**src/error_diffusion_dither_1bit_macros.svh**
```systemverilog
// Assertion macros for the error diffusion dither block.
// Used by the top level; expects signals named clk and rst in scope.
`ifndef ERROR_DIFFUSION_DITHER_1BIT_MACROS_SVH
`define ERROR_DIFFUSION_DITHER_1BIT_MACROS_SVH

// The consequent must hold in the same cycle as the antecedent.
`define EDD_ASSERT_IMPLY(name, ante, cons, msg) \
  name: assert property (@(posedge clk) disable iff (rst) (ante) |-> (cons)) \
    else $error(msg);

// The condition must never be true outside reset.
`define EDD_ASSERT_NEVER(name, cond, msg) \
  name: assert property (@(posedge clk) disable iff (rst) !(cond)) \
    else $error(msg);

`endif

```
**src/edd_pkg.sv**
```systemverilog
// Shared types, constants and arithmetic helpers of the error diffusion dither.
// No dependencies.
package edd_pkg;

  localparam int EDD_MAX_WIDTH = 1024;
  localparam int MAX_HEIGHT    = 4096;

  localparam int ERRW = 20;
  localparam int RESW = 21;
  localparam int COLW = 10;
  localparam int ROWW = 12;
  localparam int IWW  = 11;
  localparam int IHW  = 13;
  localparam int CFGW = 13;
  localparam int OCW  = 11;
  localparam int ORW  = 13;
  localparam int LUMW = 16;

  localparam logic [IWW-1:0] WIDTH_RESET  = 11'd640;
  localparam logic [IHW-1:0] HEIGHT_RESET = 13'd480;
  localparam logic [ROWW-1:0] LAST_ROW_MAX = 12'(MAX_HEIGHT - 1);

  localparam logic [15:0] K_RED   = 16'd19595;
  localparam logic [15:0] K_GREEN = 16'd38470;
  localparam logic [15:0] K_BLUE  = 16'd7471;

  localparam logic signed [23:0] THRESH_Q8 = 24'sd32768;
  localparam logic signed [23:0] WHITE_Q8  = 24'sd65280;

  typedef logic signed [ERRW-1:0] err_t;
  typedef logic signed [RESW-1:0] res_t;

  localparam err_t ERR_MAX = 20'sh7FFFF;
  localparam err_t ERR_MIN = 20'sh80000;

  typedef enum logic {
    REG_IMAGE_WIDTH  = 1'b0,
    REG_IMAGE_HEIGHT = 1'b1
  } cfg_reg_t;

  typedef struct packed {
    logic            white;
    logic [COLW-1:0] col;
    logic [ROWW-1:0] row;
    logic            last_col;
    logic            last_row;
  } pix_t;

  function automatic err_t sat20(input logic signed [23:0] v);
    if (v > 24'sd524287) begin
      return ERR_MAX;
    end else if (v < -24'sd524288) begin
      return ERR_MIN;
    end
    return err_t'(v[ERRW-1:0]);
  endfunction

  function automatic logic [LUMW-1:0] luma_q8(input logic [7:0] r, input logic [7:0] g,
                                              input logic [7:0] b);
    logic [23:0] sum;
    sum = 24'(r) * 24'(K_RED) + 24'(g) * 24'(K_GREEN) + 24'(b) * 24'(K_BLUE);
    return sum[23:8];
  endfunction

endpackage

```
**src/edd_out_buf.sv**
```systemverilog
// Output buffer: holds one finished pixel and sends its four 2x2 requests.
// Uses edd_pkg for the pixel record.
module edd_out_buf (
  input  logic                     clk,
  input  logic                     rst,
  input  logic                     load,
  input  edd_pkg::pix_t            pix,
  output logic                     free,
  output logic                     result_valid,
  input  logic                     result_stall,
  output logic                     white,
  output logic [edd_pkg::OCW-1:0]  out_col,
  output logic [edd_pkg::ORW-1:0]  out_row,
  output logic                     last_of_pixel,
  output logic                     end_of_frame
);
  import edd_pkg::*;

  logic       valid;
  logic [1:0] cnt;
  pix_t       held;
  logic       take;
  logic       last;

  assign take = valid && !result_stall;
  assign last = (cnt == 2'd3);
  assign free = !valid || (last && take);

  always_ff @(posedge clk) begin
    if (rst) begin
      valid <= 1'b0;
      cnt   <= 2'd0;
    end else if (load) begin
      valid <= 1'b1;
      cnt   <= 2'd0;
    end else if (take) begin
      if (last) begin
        valid <= 1'b0;
      end
      cnt <= cnt + 2'd1;
    end
  end

  always_ff @(posedge clk) begin
    if (load) begin
      held <= pix;
    end
  end

  assign result_valid  = valid;
  assign white         = held.white;
  assign out_col       = {held.col, cnt[0]};
  assign out_row       = {held.row, cnt[1]};
  assign last_of_pixel = last;
  assign end_of_frame  = last && held.last_col && held.last_row;

endmodule

```
**config.mk**
```make
export PLATFORM = sky130hd
export DESIGN_NAME = edd_out_buf
export DESIGN_NICKNAME = d
export VERILOG_FILES = /design/src/error_diffusion_dither_1bit_macros.svh /design/src/edd_pkg.sv /design/src/edd_out_buf.sv
export SDC_FILE = /design/constraint.sdc
export NUM_CORES = 1
export LEC_CHECK = 0
export BUFFER_PORTS_ARGS = -buffer_cell sky130_fd_sc_hd__buf_2
export CELL_PAD_IN_SITES_DETAIL_PLACEMENT = 1
export CELL_PAD_IN_SITES_GLOBAL_PLACEMENT = 2
export CORE_MARGIN = 1.5
export CORE_UTILIZATION = 29
export CTS_BUF_LIST = sky130_fd_sc_hd__clkbuf_4 sky130_fd_sc_hd__clkbuf_8
export CTS_CLUSTER_SIZE = 8
export DETAILED_ROUTE_END_ITERATION = 12
export GPL_ROUTABILITY_DRIVEN = 0
export PLACE_DENSITY = 0.9
export SYNTH_ARGS = -nofsm -noshare
export SYNTH_HDL_FRONTEND = slang
export SYNTH_SLANG_ARGS = --single-unit
```
**constraint.sdc**
```tcl
create_clock -name clk -period 0.95 [get_ports clk]
set_input_delay 0.19 -clock clk [delete_from_list [all_inputs] [get_ports clk]]
set_output_delay 0.19 -clock clk [all_outputs]
set_load 0.02 [all_outputs]
```
Word-level counts from Yosys, hierarchy flattened
Index checks and enable logic that the tools add are counted.
- memory bits (writable): 0
- output and inout port bits: 29
- input bits: 29
- latch bits: 0
- ROM bits: 0
- logic and storage cells: 23
- flip-flop bits (word level): 28
- memories: 0
- $mul: 0
- eq/ne operators: 1
- order comparisons: 0
- add/subtract/negate cells: 1
- divide/modulo/power cells: 0
- mux-type cells: 3
- shift-type cells: 0
- reductions and logical operators: 11
- bitwise logic cells: 0
- operator list (kind ; count):
    1-bit logical AND ; 4
    2-bit nonzero test ; 2
    1-bit two-way mux ; 3
    2-bit by 1-bit adder with 2-bit output, second input constant ; 1
    2-bit == test, second input constant ; 1
    1-bit zero test ; 2
    2-bit AND reduction ; 1
    2-bit OR reduction ; 1
    1-bit logical OR ; 1

Longest topological paths before layout
Gate-level depths: netlist of the first run.
- depth after elaboration: 4
- depth in mapped cells: 4
- mapped depth without buffers: 4

Worst setup path before layout of the first run
Ideal clock, no wire load.
- path type: reg-to-reg
- start point: reg cnt[0]
- end point: reg valid (netlist: result_valid)
- path slack: -0.724 ns
- library setup time: 0.146 ns
- required time: 0.804 ns
- path buffers: 0
- period minus slack after synthesis: 1.674 ns
- cell stages (with the launch flop): 5
- arrival time: 1.528 ns
- path through: dfxtp_1 > ha_1 > inv_1 > o21ai_0 > a21oi_1
- cells in the longest elaborated chain, start to end: 3
- RTL lines (item ; line ; source):
    start, declared ; edd_out_buf.sv:20 ; logic [1:0] cnt;
    start signal, assigned ; edd_out_buf.sv:40 ; cnt <= cnt + 2'd1;
    2-bit == test ; edd_out_buf.sv:26 ; assign last = (cnt == 2'd3);
    via last_of_pixel ; edd_out_buf.sv:14 ; output logic last_of_pixel,
    2-bit nonzero test (no source line) ; n/a ;
    2-bit AND reduction (no source line) ; n/a ;
    end signal, assigned ; edd_out_buf.sv:31 ; valid <= 1'b0;
    end signal, assigned ; edd_out_buf.sv:34 ; valid <= 1'b1;
    end signal, assigned ; edd_out_buf.sv:38 ; valid <= 1'b0;
    end, declared ; edd_out_buf.sv:19 ; logic valid;
The timed path passes the listed nets, and every way through them passes these cells.
A chain may end at the register's enable or synchronous reset.

Worst setup path after layout of the first run
- start point: reg cnt[0]
- end point: out free
- cells in the longest elaborated chain, start to end: 3
- RTL lines (item ; line ; source):
    2-bit == test ; edd_out_buf.sv:26 ;
    1-bit logical AND ; edd_out_buf.sv:27 ; assign free = !valid || (last && take);
    1-bit logical OR ; edd_out_buf.sv:27 ;
    end, declared ; edd_out_buf.sv:8 ; output logic free,
No other way between the ends.

==> flow_summary.yaml, run 1 <==
outcome:
  run_status: "finished, violations left"
  violations: "setup timing"
floorplanning:
  die_w_um: 63.6
  io_pins: 58
  start_util: 0.312
  coreArea_um2: 3420
  std_cell_rows: 21
  dieArea_um2: 4040
  die_y_um: 63.6
final_layout:
  final_nets: 141
  fin_area_um2: 1610
  syn2layout_area_growth_pct: 51.4
  fill_cells: 350
  drive_gt1_frac: 0.736
  antennaDiodeCount: 0
  final_cell_mix: "buf_2 (34), buf_6 (26), edfxtp_1 (25), buf_4 (4)"
  final_common_cell: "buf_2"
route:
  vias: 639
  ant_nets: 0
  drc_errors: 0
  drt-wirelength-per-cell_um: 13.7
  routed_via_density: 4.10
  drtPass1Iterations: 2
  first_iter_violations: 3
  routed_wl_um: 2140
setup_path:
  crit_path_end_kind: "output port"
  r2r-start: "cnt[0]"
  critPathMaxFanout: 3
  arrival_ns: 1.16
  cp-start-kind: "flip-flop"
  cp.required_ns: 0.76
  critPathLaunch: "cnt[0]"
  rrSetupSlack_ns: -0.06
  path_class: "reg2out"
cts:
  cts_buffers: 3
  htree_levels: 1
  cts_sinks: 28
  cts_tree: "yes"
  clk_path_buf_depth: 2
  clk_pin_slew_worst_paths_ns: 0.15
  root_buffer: "clkbuf_4"
  clkLatencyLatePin_ns: 0.32
timing:
  hold_viol: 0
  tightest_slew_ns: 0.170
  slew_headroom: 0.884
  setup_ws_ns: -0.405
  fin_setup_tns_ns: -4.52
  finClkSkew_ns: 0.00711
  setup_viol: 30
  rsz0062_at_grt: "yes"
  fmax_mhz: 738
  period_minus_slack_ns: 1.35
  fin_crit_sh: 1.43
  report.final.slew_viol_count: 0
yosys:
  synth_cell_types: 12
  synthXorXnorAreaFrac: 0.00823
  syn-num-nets: 91
  netlist_instances: 61
  synth_area_um2: 1060
  synthSimpleGateAreaFrac: 0.0376
  synthTopCellsByArea: "edfxtp_1 (71%), buf_4 (16%), dfxtp_1 (5.6%)"
  yosys.area.top_type_share: 0.705
  avgSynthCellArea_um2: 17.5
  ys_ff_latch: 28
  synth_mux_area_frac: 0.00940
  synth_top_area_cell: "edfxtp_1"
  synthAdderAreaFrac: 0.0118
  seq_area_frac_synth: 0.761
  yosysWarningCount: 0
  synth_compound_area_frac: 0.00940
  synth_top_family_by_area: "buffers and inverters"
power:
  ir_drop_mv: 0.653
  cellPowerDensity_nw_per_um2: 1650
  p_leak_nw: 0.675
flow_run:
  maxCapViolations: 0
placed_design:
  placed_area_um2: 1340
  dp_hpwl_um: 1560
  io_buffers: 57
hold_path:
  hold_path_startpoint: "pix[6]"
  hp-class: "in2reg"
global_routing:
  first_global_vias: 738
  grtUsageTotal: 0.113
  grt_overflow: 0
  grt_pass1_wl_um: 3380
  grt_start_max_net_pins: 17
  antenna_found_initial: 0
[cell usage after synthesis]
| master | n |
|---|---|
| edfxtp_1 | 25 |
| buf_4 | 22 |
| dfxtp_1 | 3 |
| inv_1 | 2 |
| nor3_2 | 2 |
| a21oi_1 | 1 |
| and3_1 | 1 |
| ha_1 | 1 |
| mux2i_1 | 1 |
| nor2b_4 | 1 |
| o21ai_0 | 1 |
| xnor2_1 | 1 |
[stage by stage]
step	total power [mW]	setup slack (ns)	utilization	hold WS (ns)	std cells
after floorplan	1.72	-0.0596	-	0.250	61
after global placement	1.80	-0.0403	0.392	0.367	147
after detailed placement	1.82	-0.0673	0.392	0.368	147
after CTS	2.62	-0.419	0.440	0.0147	153
after global routing	2.77	-0.470	0.472	0.00146	156
final	2.66	-0.405	0.472	0.0284	156
[worst paths after layout]
check | to | cells past startpoint
max | free | 4
max reg2reg | cnt[0] | 5
min | out_row[5] | 1
min reg2reg | result_valid | 2
[metal layers]
layer | track usage | part of all wire | vias to the layer above
met3 | 0.0536 | 0.11 | 4
met1 | 0.112 | 0.36 | 304
li1 | - | - | 290
met2 | 0.203 | 0.52 | 41
met5 | 0 | 0 | -
met4 | 0.0408 | 0.013 | 0
[what timing repair did]
| item | 4_1_cts | 5_1_grt |
|---|---|---|
| endpoints found under the hold margin | 0 | 1 |
| setup endpoints to repair | 29 | 31 |
| pin swaps | 1 | 1 |
| buffers inserted | 3 | 4 |
| resized for setup | 29 | 26 |
| hold buffers | 0 | 1 |
[layout make-up]
type                    instances  area (um^2)  area share
clock buffers                   3         22.5      0.0140
well taps                      46         57.6      0.0357
multi-input cells               9          129      0.0800
flip-flops and latches         28          822       0.510
repair buffers                 67          543       0.337
inverters                       2         7.51     0.00466
clock inverters                 1         30.0      0.0186
[registers in the layout, summed over array words and instances (netlist names)]
register      flops
cnt               2
white             1
out_row          12
held              2
result_valid      1
out_col          10
[where the power goes]
group          leakage (nW)  internal (mW)  switching (mW)
combinational         0.376          0.216           0.202
clock                0.0279          0.427           0.339
sequential            0.271           1.44          0.0393
[cell families after synthesis]
family                   count (synthesis)
AND/OR/NAND/NOR                          4
multiplexers                             1
adder cells (fa/ha/maj)                  1
flip-flops                              28
AO/OA/AOI/OAI                            2
XOR/XNOR                                 1
buffers and inverters                   24
[critical path: stages (launching register included)]
cell,delay (ns)
dfxtp_4,0.39
ha_4,0.15
inv_2,0.04
o21ai_4,0.13
buf_6,0.13
Power figures use the tool's default switching activity.
==> run 2, diff against run 1 <==
MAX_ROUTING_LAYER = met4   (was not set)
==> flow_summary.yaml, run 2 (synthesis gave the netlist of run 1 again) <==
setup_path:
  critPathMaxFanout: 3
  worstPathCellList: "ha_4 > inv_2 > o21ai_4 > buf_6"
  cp.required_ns: 0.76
  cp-start-kind: "flip-flop"
  arrival_ns: 1.16
  path_class: "reg2out"
  cpPeakStageDelay_ns: 0.39
  crit_path_end_kind: "output port"
  crit_slowest_cell: "dfxtp_4"
  reg2reg_depth: 5
timing:
  fmax_mhz: 738
  rsz0062_at_grt: "yes"
  slew_headroom: 0.884
  report.final.slew_viol_count: 0
  hold_viol: 0
  setup_viol: 30
  fin_crit_sh: 1.43
  setup_ws_ns: -0.405
  finClkSkew_ns: 0.00754
  tightest_slew_ns: 0.169
  period_minus_slack_ns: 1.35
cts:
  clk_pin_slew_worst_paths_ns: 0.15
  root_buffer: "clkbuf_4"
  htree_levels: 1
  cts_tree: "yes"
  clkLatencyLatePin_ns: 0.32
  cts_sinks: 28
  cts_buffers: 3
  clk_path_buf_depth: 2
floorplanning:
  coreArea_um2: 3420
  start_util: 0.312
  std_cell_rows: 21
  die_w_um: 63.6
  io_pins: 58
  die_y_um: 63.6
  dieArea_um2: 4040
route:
  drc_errors: 0
  routed_via_density: 4.10
  drtPass1Iterations: 2
  first_iter_violations: 3
  drt-wirelength-per-cell_um: 13.7
  routed_wl_um: 2140
  ant_nets: 0
  vias: 639
global_routing:
  grt_pass1_wl_um: 3380
  antenna_found_initial: 0
  grt_overflow: 0
  first_global_vias: 738
  grt_start_max_net_pins: 17
  grtUsageTotal: 0.116
final_layout:
  register_area_um2: 822
  fin_area_um2: 1610
  final_common_cell: "buf_2"
  final_cell_mix: "buf_2 (34), buf_6 (26), edfxtp_1 (25), buf_4 (4)"
  fill_cells: 350
  antennaDiodeCount: 0
  final_nets: 141
  multi_input_area_um2: 129
  largest_reg_flops: 12
  drive_gt1_frac: 0.736
  syn2layout_area_growth_pct: 51.4
power:
  ir_drop_mv: 0.655
  cellPowerDensity_nw_per_um2: 1650
  p_leak_nw: 0.675
outcome:
  run_status: "finished, violations left"
  violations: "setup timing"
hold_path:
  whs_path_depth: 1
  hp-class: "in2reg"
placed_design:
  placed_area_um2: 1340
  dp_hpwl_um: 1560
  pre_cts_ws_ns: -0.0673
  io_buffers: 57
flow_run:
  maxCapViolations: 0
## run 2: cell counts in the layout (fill, tap and decap cells not counted)
No cell type changed its count.
## run 2: per-layer routing
metal,part of all wire,vias up,global-route usage,wire (um)
met2,0.52,41,0.203,1110
met1,0.37,304,0.120,800
met4,0.013,0,0.0408,27
li1,-,290,-,-
met5,0,-,-,0
met3,0.094,4,0.0411,202
## run 2: worst max-delay path, delay by kind of cell (launching register included)
family | cells | cell delay (ns)
buf+inv | 2 | 0.17
flops | 1 | 0.39
compound gates | 1 | 0.13
fa+ha+maj | 1 | 0.15
## run 2: final timing paths
| kind | from | endpoint | slack [ns] |
|---|---|---|---|
| min reg2reg | result_valid | result_valid | 0.54 |
| min | pix[6] | out_row[5] | 0.03 |
| max reg2reg | cnt[0] | cnt[0] | -0.06 |
| max | cnt[0] | free | -0.40 |
## run 2: final cells by class
| class | count | share of cell area |
|---|---|---|
| Clock inverter | 1 | 0.0186 |
| Timing Repair Buffer | 67 | 0.337 |
| Clock buffer | 3 | 0.0140 |
| Inverter | 2 | 0.00466 |
| Multi-Input combinational cell | 9 | 0.0800 |
| Tap cell | 46 | 0.0357 |
| Sequential cell | 28 | 0.510 |
## run 2: timing repair
action / CTS / global route
setup buffers: 3 / 4
setup endpoints to repair: 29 / 31
hold buffers: 0 / 1
resized for setup: 29 / 26
pin swaps: 1 / 1
hold endpoints to repair: 0 / 1
gates cloned: 0 / 0
## run 2: metrics by stage
stage	util	cells	TNS, ns	power, mW	hold slack (ns)
2_1_floorplan	-	61	-0.137	1.72	0.250
3_3_place_gp	0.392	147	-0.0709	1.80	0.367
3_5_place_dp	0.392	147	-0.128	1.82	0.368
4_1_cts	0.440	153	-4.98	2.62	0.0147
5_1_grt	0.472	156	-6.12	2.77	0.00146
6_report	0.472	156	-4.54	2.66	0.0279
## run 2: report_power, final
part	internal, mW	switching (mW)
combinational	0.216	0.202
clock	0.427	0.340
sequential	1.44	0.0394
total	2.08	0.581
